--- src/rtl/pta_pkg.sv ---
package pta_pkg;

   localparam int PEER_SLOTS_DEF = 32;
   localparam int RESULT_CAP     = 32;
   localparam int LOST_W         = $clog2(RESULT_CAP + 1);
   localparam int CSR_INDEX_W    = 2;
   localparam int CSR_DATA_W     = 48;
   localparam logic [31:0] EXPIRY_RESET = 32'd15000;

   typedef enum logic [1:0] {
      CMD_ANNOUNCE = 2'd0,
      CMD_PROBE    = 2'd1,
      CMD_SWEEP    = 2'd2,
      CMD_LOOKUP   = 2'd3
   } cmd_type;

   typedef enum logic [2:0] {
      KIND_DISCOVERED = 3'd0,
      KIND_REFRESHED  = 3'd1,
      KIND_LOST       = 3'd2,
      KIND_DEFEND     = 3'd3,
      KIND_HIT        = 3'd4,
      KIND_MISS       = 3'd5,
      KIND_FULL       = 3'd6,
      KIND_NOTHING    = 3'd7
   } kind_type;

   typedef enum logic [CSR_INDEX_W-1:0] {
      CSR_SELF_UID = 2'd0,
      CSR_SELF_MAC = 2'd1,
      CSR_EXPIRY   = 2'd2
   } csr_index_type;

   typedef enum logic [1:0] {
      ST_IDLE,
      ST_SCAN,
      ST_WRAP
   } state_type;

   typedef struct packed {
      cmd_type     cmd;
      logic [15:0] uid;
      logic [47:0] mac;
      logic [7:0]  dev_code;
      logic        clock_slave;
      logic [31:0] now_ms;
   } req_type;

   typedef struct packed {
      kind_type    kind;
      logic [15:0] peer_id;
      logic [47:0] peer_mac;
      logic [7:0]  peer_type;
      logic        peer_clock_slave;
      logic        last;
   } rsp_type;

   typedef struct packed {
      logic [15:0] uid;
      logic [47:0] mac;
      logic [7:0]  dev_code;
      logic        slave;
      logic [31:0] stamp;
   } slot_entry_type;

endpackage

--- src/rtl/peer_table_with_aging.sv ---
// channel  ports                                   handshake
// req      start, busy, req_word                   word taken when start & !busy
// rsp      rsp_valid, rsp_word                     one word per cycle strobed by rsp_valid
// csr      csr_valid, csr_ready, csr_index, csr_wdata  write when csr_valid & csr_ready
//
// Sweep, lookup and any announce not defended walk the slot memory one entry per cycle,
// paced by the single memory read port. Probe and announce defending our uid skip the
// walk and go straight to the wrap state, where the final result is registered.
// Reset clears slot valid flops and control state at once; no clearing pass.
// No rsp backpressure; sweep emits a lost peer when the next is found, last at wrap.
module peer_table_with_aging #(
   parameter int PEER_SLOTS = pta_pkg::PEER_SLOTS_DEF
) (
   input  logic                               clock,
   input  logic                               reset,
   input  logic                               start,
   output logic                               busy,
   input  pta_pkg::req_type                   req_word,
   output logic                               rsp_valid,
   output pta_pkg::rsp_type                   rsp_word,
   input  logic                               csr_valid,
   output logic                               csr_ready,
   input  logic [pta_pkg::CSR_INDEX_W-1:0]    csr_index,
   input  logic [pta_pkg::CSR_DATA_W-1:0]     csr_wdata
);
   import pta_pkg::*;

   localparam int IDX_W = (PEER_SLOTS > 1) ? $clog2(PEER_SLOTS) : 1;
   localparam int CNT_W = $clog2(PEER_SLOTS + 1);

   state_type            state_ff, state_in;
   req_type              req_ff, req_in;
   logic [15:0]          self_uid_ff;
   logic [47:0]          self_mac_ff;
   logic [31:0]          expiry_ff;
   logic [PEER_SLOTS-1:0] valid_ff, valid_in;
   logic [CNT_W-1:0]     scan_ff, scan_in;
   logic                 ev_vld_ff, ev_vld_in;
   logic [IDX_W-1:0]     ev_idx_ff, ev_idx_in;
   slot_entry_type       rd_ff;
   logic                 hit_vld_ff, hit_vld_in;
   logic [IDX_W-1:0]     hit_idx_ff, hit_idx_in;
   slot_entry_type       hit_ff, hit_in;
   logic                 free_vld_ff, free_vld_in;
   logic [IDX_W-1:0]     free_idx_ff, free_idx_in;
   logic                 pend_vld_ff, pend_vld_in;
   rsp_type              pend_ff, pend_in;
   logic [LOST_W-1:0]    lost_cnt_ff, lost_cnt_in;
   logic                 rsp_valid_ff, rsp_valid_in;
   rsp_type              rsp_ff, rsp_in;

   slot_entry_type       slot_mem [PEER_SLOTS];
   logic                 mem_we;
   logic [IDX_W-1:0]     mem_wa;
   slot_entry_type       mem_wd;

   logic                 rd_en;
   logic                 in_wrap;
   logic                 accept;
   logic                 skip_scan;
   logic                 ev_live;
   logic [31:0]          idle_ms;
   logic                 expired;
   logic                 match;
   logic                 def_ann;
   logic                 def_probe;

   function automatic rsp_type make_rsp(kind_type k, logic [15:0] u, logic [47:0] m,
                                        logic [7:0] t, logic s, logic l);
      rsp_type r;
      r.kind             = k;
      r.peer_id          = u;
      r.peer_mac         = m;
      r.peer_type        = t;
      r.peer_clock_slave = s;
      r.last             = l;
      return r;
   endfunction

   assign accept    = start && !busy;
   assign skip_scan = (req_word.cmd == CMD_PROBE) ||
                      (req_word.cmd == CMD_ANNOUNCE && req_word.uid == self_uid_ff &&
                       req_word.mac != self_mac_ff && req_word.mac != 48'd0);

   // shared compare unit on the registered read word
   assign ev_live = valid_ff[ev_idx_ff];
   assign idle_ms = req_ff.now_ms - rd_ff.stamp;
   assign expired = ev_live && (idle_ms > expiry_ff);
   assign match   = ev_live && (rd_ff.uid == req_ff.uid);

   assign def_probe = (req_ff.uid == self_uid_ff) && (req_ff.mac != self_mac_ff);
   assign def_ann   = def_probe && (req_ff.mac != 48'd0);

   always_comb begin
      state_in = state_ff;
      case (state_ff)
         ST_IDLE: begin
            if (start) begin
               state_in = skip_scan ? ST_WRAP : ST_SCAN;
            end
         end
         ST_SCAN: begin
            if (scan_ff == CNT_W'(PEER_SLOTS) && !ev_vld_ff) begin
               state_in = ST_WRAP;
            end
         end
         ST_WRAP: state_in = ST_IDLE;
         default: state_in = ST_IDLE;
      endcase
   end

   always_comb begin
      busy    = 1'b1;
      rd_en   = 1'b0;
      in_wrap = 1'b0;
      case (state_ff)
         ST_IDLE: busy = 1'b0;
         ST_SCAN: rd_en = (scan_ff < CNT_W'(PEER_SLOTS));
         ST_WRAP: in_wrap = 1'b1;
         default: busy = 1'b1;
      endcase
   end

   always_comb begin
      req_in       = req_ff;
      valid_in     = valid_ff;
      scan_in      = scan_ff;
      ev_vld_in    = 1'b0;
      ev_idx_in    = ev_idx_ff;
      hit_vld_in   = hit_vld_ff;
      hit_idx_in   = hit_idx_ff;
      hit_in       = hit_ff;
      free_vld_in  = free_vld_ff;
      free_idx_in  = free_idx_ff;
      pend_vld_in  = pend_vld_ff;
      pend_in      = pend_ff;
      lost_cnt_in  = lost_cnt_ff;
      rsp_valid_in = 1'b0;
      rsp_in       = rsp_ff;
      mem_we       = 1'b0;
      mem_wa       = free_idx_ff;
      mem_wd.uid      = req_ff.uid;
      mem_wd.mac      = req_ff.mac;
      mem_wd.dev_code = req_ff.dev_code;
      mem_wd.slave    = req_ff.clock_slave;
      mem_wd.stamp    = req_ff.now_ms;

      if (accept) begin
         req_in      = req_word;
         scan_in     = '0;
         hit_vld_in  = 1'b0;
         free_vld_in = 1'b0;
         pend_vld_in = 1'b0;
         lost_cnt_in = '0;
      end

      if (rd_en) begin
         scan_in   = scan_ff + 1'b1;
         ev_vld_in = 1'b1;
         ev_idx_in = scan_ff[IDX_W-1:0];
      end

      if (ev_vld_ff) begin
         if (req_ff.cmd == CMD_SWEEP) begin
            if (expired && lost_cnt_ff < LOST_W'(RESULT_CAP)) begin
               valid_in[ev_idx_ff] = 1'b0;
               if (pend_vld_ff) begin
                  rsp_valid_in = 1'b1;
                  rsp_in       = pend_ff;
               end
               pend_vld_in = 1'b1;
               pend_in     = make_rsp(KIND_LOST, rd_ff.uid, rd_ff.mac, rd_ff.dev_code,
                                      rd_ff.slave, 1'b0);
               lost_cnt_in = lost_cnt_ff + 1'b1;
            end
         end else begin
            if (match && !hit_vld_ff) begin
               hit_vld_in = 1'b1;
               hit_idx_in = ev_idx_ff;
               hit_in     = rd_ff;
            end
            if (!ev_live && !free_vld_ff) begin
               free_vld_in = 1'b1;
               free_idx_in = ev_idx_ff;
            end
         end
      end

      if (in_wrap) begin
         rsp_valid_in = 1'b1;
         case (req_ff.cmd)
            CMD_ANNOUNCE: begin
               if (def_ann) begin
                  rsp_in = make_rsp(KIND_DEFEND, self_uid_ff, self_mac_ff, 8'd0, 1'b0, 1'b1);
               end else if (hit_vld_ff || free_vld_ff) begin
                  mem_we = 1'b1;
                  mem_wa = hit_vld_ff ? hit_idx_ff : free_idx_ff;
                  valid_in[mem_wa] = 1'b1;
                  rsp_in = make_rsp(hit_vld_ff ? KIND_REFRESHED : KIND_DISCOVERED,
                                    req_ff.uid, req_ff.mac, req_ff.dev_code,
                                    req_ff.clock_slave, 1'b1);
               end else begin
                  rsp_in = make_rsp(KIND_FULL, req_ff.uid, req_ff.mac, req_ff.dev_code,
                                    req_ff.clock_slave, 1'b1);
               end
            end
            CMD_PROBE: begin
               if (def_probe) begin
                  rsp_in = make_rsp(KIND_DEFEND, self_uid_ff, self_mac_ff, 8'd0, 1'b0, 1'b1);
               end else begin
                  rsp_in = make_rsp(KIND_NOTHING, 16'd0, 48'd0, 8'd0, 1'b0, 1'b1);
               end
            end
            CMD_SWEEP: begin
               if (pend_vld_ff) begin
                  rsp_in      = pend_ff;
                  rsp_in.last = 1'b1;
               end else begin
                  rsp_in = make_rsp(KIND_NOTHING, 16'd0, 48'd0, 8'd0, 1'b0, 1'b1);
               end
               pend_vld_in = 1'b0;
            end
            default: begin
               if (hit_vld_ff) begin
                  rsp_in = make_rsp(KIND_HIT, hit_ff.uid, hit_ff.mac, hit_ff.dev_code,
                                    hit_ff.slave, 1'b1);
               end else begin
                  rsp_in = make_rsp(KIND_MISS, req_ff.uid, 48'd0, 8'd0, 1'b0, 1'b1);
               end
            end
         endcase
      end
   end

   always_ff @(posedge clock) begin
      if (mem_we) begin
         slot_mem[mem_wa] <= mem_wd;
      end
      if (rd_en) begin
         rd_ff <= slot_mem[scan_ff[IDX_W-1:0]];
      end
   end

   always_ff @(posedge clock) begin
      if (reset) begin
         state_ff     <= ST_IDLE;
         valid_ff     <= '0;
         scan_ff      <= '0;
         ev_vld_ff    <= 1'b0;
         hit_vld_ff   <= 1'b0;
         free_vld_ff  <= 1'b0;
         pend_vld_ff  <= 1'b0;
         lost_cnt_ff  <= '0;
         rsp_valid_ff <= 1'b0;
      end else begin
         state_ff     <= state_in;
         valid_ff     <= valid_in;
         scan_ff      <= scan_in;
         ev_vld_ff    <= ev_vld_in;
         hit_vld_ff   <= hit_vld_in;
         free_vld_ff  <= free_vld_in;
         pend_vld_ff  <= pend_vld_in;
         lost_cnt_ff  <= lost_cnt_in;
         rsp_valid_ff <= rsp_valid_in;
      end
   end

   always_ff @(posedge clock) begin
      req_ff      <= req_in;
      ev_idx_ff   <= ev_idx_in;
      hit_idx_ff  <= hit_idx_in;
      hit_ff      <= hit_in;
      free_idx_ff <= free_idx_in;
      pend_ff     <= pend_in;
      rsp_ff      <= rsp_in;
   end

   always_ff @(posedge clock) begin
      if (reset) begin
         self_uid_ff <= 16'd0;
         self_mac_ff <= 48'd0;
         expiry_ff   <= EXPIRY_RESET;
      end else if (csr_valid && csr_ready) begin
         case (csr_index)
            CSR_SELF_UID: self_uid_ff <= csr_wdata[15:0];
            CSR_SELF_MAC: self_mac_ff <= csr_wdata[47:0];
            CSR_EXPIRY:   expiry_ff   <= csr_wdata[31:0];
            default:      ;
         endcase
      end
   end

   assign csr_ready = 1'b1;
   assign rsp_valid = rsp_valid_ff;
   assign rsp_word  = rsp_ff;

   a_last_ends_item: assert property (@(posedge clock) disable iff (reset)
      rsp_valid_ff && rsp_ff.last |-> state_ff == ST_IDLE)
      else $error("final word while item still in progress");

   a_early_word_sweep: assert property (@(posedge clock) disable iff (reset)
      rsp_valid_ff && !rsp_ff.last |-> req_ff.cmd == CMD_SWEEP && state_ff != ST_IDLE)
      else $error("non-final word outside a sweep");

   a_eval_in_scan: assert property (@(posedge clock) disable iff (reset)
      ev_vld_ff |-> state_ff == ST_SCAN)
      else $error("slot evaluated outside scan");

   a_refresh_live: assert property (@(posedge clock) disable iff (reset)
      state_ff == ST_WRAP && req_ff.cmd == CMD_ANNOUNCE && hit_vld_ff |-> valid_ff[hit_idx_ff])
      else $error("refresh of an empty slot");

   a_accept_busy: assert property (@(posedge clock) disable iff (reset)
      start && !busy |=> busy)
      else $error("busy not raised after accept");

endmodule
--- config.mk ---
export PLATFORM = sky130hd
export DESIGN_NAME = peer_table_with_aging
export DESIGN_NICKNAME = d
export VERILOG_FILES = /design/src/rtl/pta_pkg.sv /design/src/rtl/peer_table_with_aging.sv
export SDC_FILE = /design/constraint.sdc
export NUM_CORES = 2
export LEC_CHECK = 0
export ABC_AREA = 1
export BUFFER_PORTS_ARGS = -buffer_cell sky130_fd_sc_hd__buf_2
export CELL_PAD_IN_SITES_DETAIL_PLACEMENT = 2
export CELL_PAD_IN_SITES_GLOBAL_PLACEMENT = 2
export CORE_MARGIN = 2
export CORE_UTILIZATION = 48
export CTS_CLUSTER_SIZE = 14
export DETAILED_ROUTE_END_ITERATION = 6
export MAX_ROUTING_LAYER = met4
export PLACE_DENSITY_LB_ADDON = 0.1
export SLEW_MARGIN = 20
export SYNTH_ARGS = -nofsm -noshare
export SYNTH_HDL_FRONTEND = slang
export SYNTH_SLANG_ARGS = --single-unit
--- constraint.sdc ---
create_clock -name clock -period 18.34 [get_ports clock]
set_clock_uncertainty 0.1 [all_clocks]
set_input_delay 1.834 -clock clock [delete_from_list [all_inputs] [get_ports clock]]
set_output_delay 1.834 -clock clock [all_outputs]
set_load 0.03 [all_outputs]
==> results of run 1 <==
metrics by stage:
stage / worst slack, ns / std cells / hold WS (ns) / instance area [sq um]
global placement: 9.83 / 16758 / 0.327 / 165000
floorplan: 8.77 / 12721 / 0.303 / 159000
cells in the mapped netlist (4+ instances only):
master,n,area share
a32o_1,9,0.00057
o2111ai_1,13,0.00071
xor2_1,56,0.0031
o21a_1,6,0.00028
or2_2,23,0.00090
o21ai_0,2103,0.066
o32ai_1,18,0.00099
clkbuf_1,607,0.014
ha_1,70,0.0055
nor2_1,2398,0.057
a221oi_1,4,0.00022
buf_2,210,0.0066
nor3_1,33,0.0010
buf_6,7,0.00050
a311oi_1,24,0.0013
a21oi_1,271,0.0085
inv_1,387,0.0091
xnor2_1,48,0.0026
o21ai_1,52,0.0016
nor4_1,28,0.0011
o22ai_1,784,0.031
a31oi_1,26,0.0010
dfxtp_1,147,0.018
inv_2,22,0.00052
buf_4,16,0.00075
buf_1,15,0.00035
o221ai_1,182,0.010
nand4_1,91,0.0036
o21bai_1,7,0.00033
edfxtp_1,3810,0.72
o211ai_1,55,0.0026
nand2_1,900,0.021
nand3_1,269,0.0085
kinds of logic after synthesis:
family	synth area share
AO/OA/AOI/OAI	0.126
XOR/XNOR	0.00572
adder cells (fa/ha/maj)	0.00563
buffers and inverters	0.0322
flip-flops	0.737
other	0.0000235
AND/OR/NAND/NOR	0.0938
==> results.toml, run 1 <==
[synthesis]
yosysSeqAreaShare = 0.737
ys.flop_type = "edfxtp_1"
syn_area_sq_um = 159000
yosysUniqueCellTypes = 52
syn_area_per_cell_sq_um = 12.5
synth_enable_flop_cells = 3810
syn_inst = 12721
synth-seq-cells = 3957
synthesis.nets = 12953
async_reset_ff_frac = 0
ys_warn_count = 0

[placement]
place_congestion = 0.911
numPortBuffers = 239
hpwl_mm = 398

[status]
status = "did not finish"
error = "[ERROR DPL-0033] detailed placement checks failed during check placement."
haltStage = "3_5_place_dp"

[die]
dieWidth_um = 580
core.rowCount = 211
die_h_um = 580
initial_utilization = 0.482
io_pins = 241
==> inputs of run 2 (changes only) <==
--- a/config.mk
+++ b/config.mk
@@ -7,14 +7,10 @@
 export LEC_CHECK = 0
 export ABC_AREA = 1
 export BUFFER_PORTS_ARGS = -buffer_cell sky130_fd_sc_hd__buf_2
-export CELL_PAD_IN_SITES_DETAIL_PLACEMENT = 2
-export CELL_PAD_IN_SITES_GLOBAL_PLACEMENT = 2
 export CORE_MARGIN = 2
-export CORE_UTILIZATION = 48
-export CTS_CLUSTER_SIZE = 14
+export CORE_UTILIZATION = 40
 export DETAILED_ROUTE_END_ITERATION = 6
-export MAX_ROUTING_LAYER = met4
-export PLACE_DENSITY_LB_ADDON = 0.1
+export PLACE_DENSITY_LB_ADDON = 0.15
 export SLEW_MARGIN = 20
 export SYNTH_ARGS = -nofsm -noshare
 export SYNTH_HDL_FRONTEND = slang
==> run 2 against run 1 <==
Net effect:
- the flow now finishes without violations
- synthesized area unchanged
- synthesized cell count unchanged
==> results.toml, run 2 <==
[status]
status = "complete, no violations"

[placement]
dpl_cell_area_sq_um = 166000
numPortBuffers = 239
place_congestion = 0.901
hpwl_mm = 307
dp.cells = 17626

[cts]
cts_setup_buffers = 0
clkLatencyLatePin_ns = 0.97
cts.sinks = 3957
cts_max_level = 5
cts-root-buf = "clkbuf_16"
cts_hold_buf = 0
clockBufferDepth = 4
cts_tree = "done"
path_clk_slew_ns = 0.06
cts_resized = 0
cts_buffers = 422

[layout]
nFillCells = 35450
syn_to_final_growth_pct = 13.1
final_common_cell = "edfxtp_1"
final_cell_mix = "3,810 x edfxtp_1, 2,378 x nor2_1, 2,103 x o21ai_0, 897 x nand2_1, 784 x o22ai_1"
design_area_sq_um = 180000
layout-drive-gt1-share = 0.0945
final_nets = 13061
largest-register = "slot_mem"
fin_cells = 18458
largest_reg_flops = 3360
final_core_util = 0.454

[sta]
setup_tns_ns = 0
fin_crit_sh = 0.435
min_period_ns = 7.98
max_slew_margin = 0.178
hold_viol = 0
setup_violations = 0
rsz0062_at_grt = "false"
fmax_mhz = 125
worst_pin_slew_ns = 1.23
report.final.slew_viol_count = 0

[global_routing]
antenna_found_initial = 57
grt_pass1_vias = 103364
grt_overflow = 0
grt_usage = 0.266
grt_pass1_wl_mm = 779
grt_max_degree = 183

[worst_hold_path]
min_path_type = "flop to flop"

[detailed_routing]
wl_per_cell_um = 30.1
vias_per_cell = 5.94
wl_met1_mm = 235
first_pass_iters = 6
dr_wl_met3_mm = 57.2
finalWirelength_mm = 556
wl_met2_mm = 248
drtIter0Drc = 15330
route.detailed.drc = 0
antenna_left = 0
num_vias = 109729
dr.max_layer_used = "met5"

[synthesis]
async_reset_ff_frac = 0
syn_area_per_cell_sq_um = 12.5
synthesis.nets = 12953
synth_enable_flop_cells = 3810
yosysMostFrequentCell = "edfxtp_1"
syn_area_sq_um = 159000
ys_top_cells_by_count = "3,810 x edfxtp_1, 2,398 x nor2_1, 2,103 x o21ai_0, 900 x nand2_1, 784 x o22ai_1"
synth.top_cells.by_area = "edfxtp_1 72%, o21ai_0 6.6%, nor2_1 5.7%"
ys.flop_type = "edfxtp_1"
ys_warn_count = 0
syn_inst = 12721
synth-seq-cells = 3957
synth_largest_area_cell = "edfxtp_1"
synth_top_area_share = 0.718
yosysSeqAreaShare = 0.737
yosysUniqueCellTypes = 52

[flow_run]
max_cap_viol_count = 0

[power]
irDropWorstVdd_mv = 0.0764
powerDensity_nw_per_um2 = 111
p_leak_nw = 59.3
finalPower_mw = 20.0

[worst_setup_path]
critPathKind = "flop to flop"
crit_fanout = 57
end_kind = "flop"
cp-start-kind = "flop"
worstPathRequired_ns = 18.81
arrival_ns = 8.45

[die]
core.rowCount = 231
core_sq_um = 396000
dieWidth_um = 635
io_pins = 241
dieArea_sq_um = 403000
die_h_um = 635
initial_utilization = 0.402
-- run 2: cell counts after synthesis --
No cell type changed its count.
-- run 2: power breakdown --
part	internal, mW	switching [mW]
logic	0.354	1.09
registers	10.0	0.0683
clock network	4.82	3.60
-- run 2: final timing paths --
kind,start,endpoint,slack (ns),cells after the start
worst max-delay path,mem_wd[77]$_DFFE_PP_,slot_mem[4][20]$_DFFE_PP_,10.36,16
worst min-delay path,rd_ff[34]$_DFFE_PP_,pend_ff[3]$_DFFE_PP_,0.35,0
worst min register to register,rd_ff[34]$_DFFE_PP_,pend_ff[3]$_DFFE_PP_,0.35,0
worst max register to register,mem_wd[77]$_DFFE_PP_,slot_mem[4][20]$_DFFE_PP_,10.36,16
-- run 2: through the flow --
step / setup slack (ns) / hold WS, ns
floorplan: 8.77 / 0.303
global placement: 10.27 / 0.326
detailed placement: 10.24 / 0.331
CTS: 10.19 / 0.344
global route: 10.17 / 0.356
finish: 10.36 / 0.347
-- run 2: cells by family after synthesis --
logic type	share of synthesized area
AO/OA/AOI/OAI	0.126
XOR/XNOR	0.00572
adder cells (fa/ha/maj)	0.00563
buffers and inverters	0.0322
flip-flops	0.737
other	0.0000235
AND/OR/NAND/NOR	0.0938
-- run 2: critical path, stage by stage, from the launching register on --
cell and delay [ns]:
edfxtp_1 0.43, buf_4 0.27, nor4_1 0.45, nand2_1 0.12, nor2_1 0.55, nand2_2 0.12, nand3_2 0.10, buf_4 0.64
nand2_1 0.10, inv_1 0.63, nand3_1 0.29, nor2_1 0.26, nand2_1 0.45, nor2_4 0.78, buf_4 0.54, buf_4 0.70
buf_4 0.81
-- run 2: cell type report --
cell class                 count  area (sq um)  area share
sequential                  3957        117000       0.652
multi-input combinational   7497         37000       0.205
clock buffer                 546         11300      0.0630
tap                         5242          6560      0.0364
timing repair buffer         540          3860      0.0215
clock inverter               237          2160      0.0120
inverter                     411          1690     0.00938
antenna                       28          70.1    0.000389
-- run 2: per-layer routing --
| metal | track usage | up-vias |
|---|---|---|
| met5 | 0 | - |
| met4 | 0.0683 | 12 |
| met3 | 0.0536 | 819 |
| met2 | 0.408 | 5868 |
| met1 | 0.386 | 55901 |
| li1 | - | 47129 |
(Power assumes the default switching activity.)
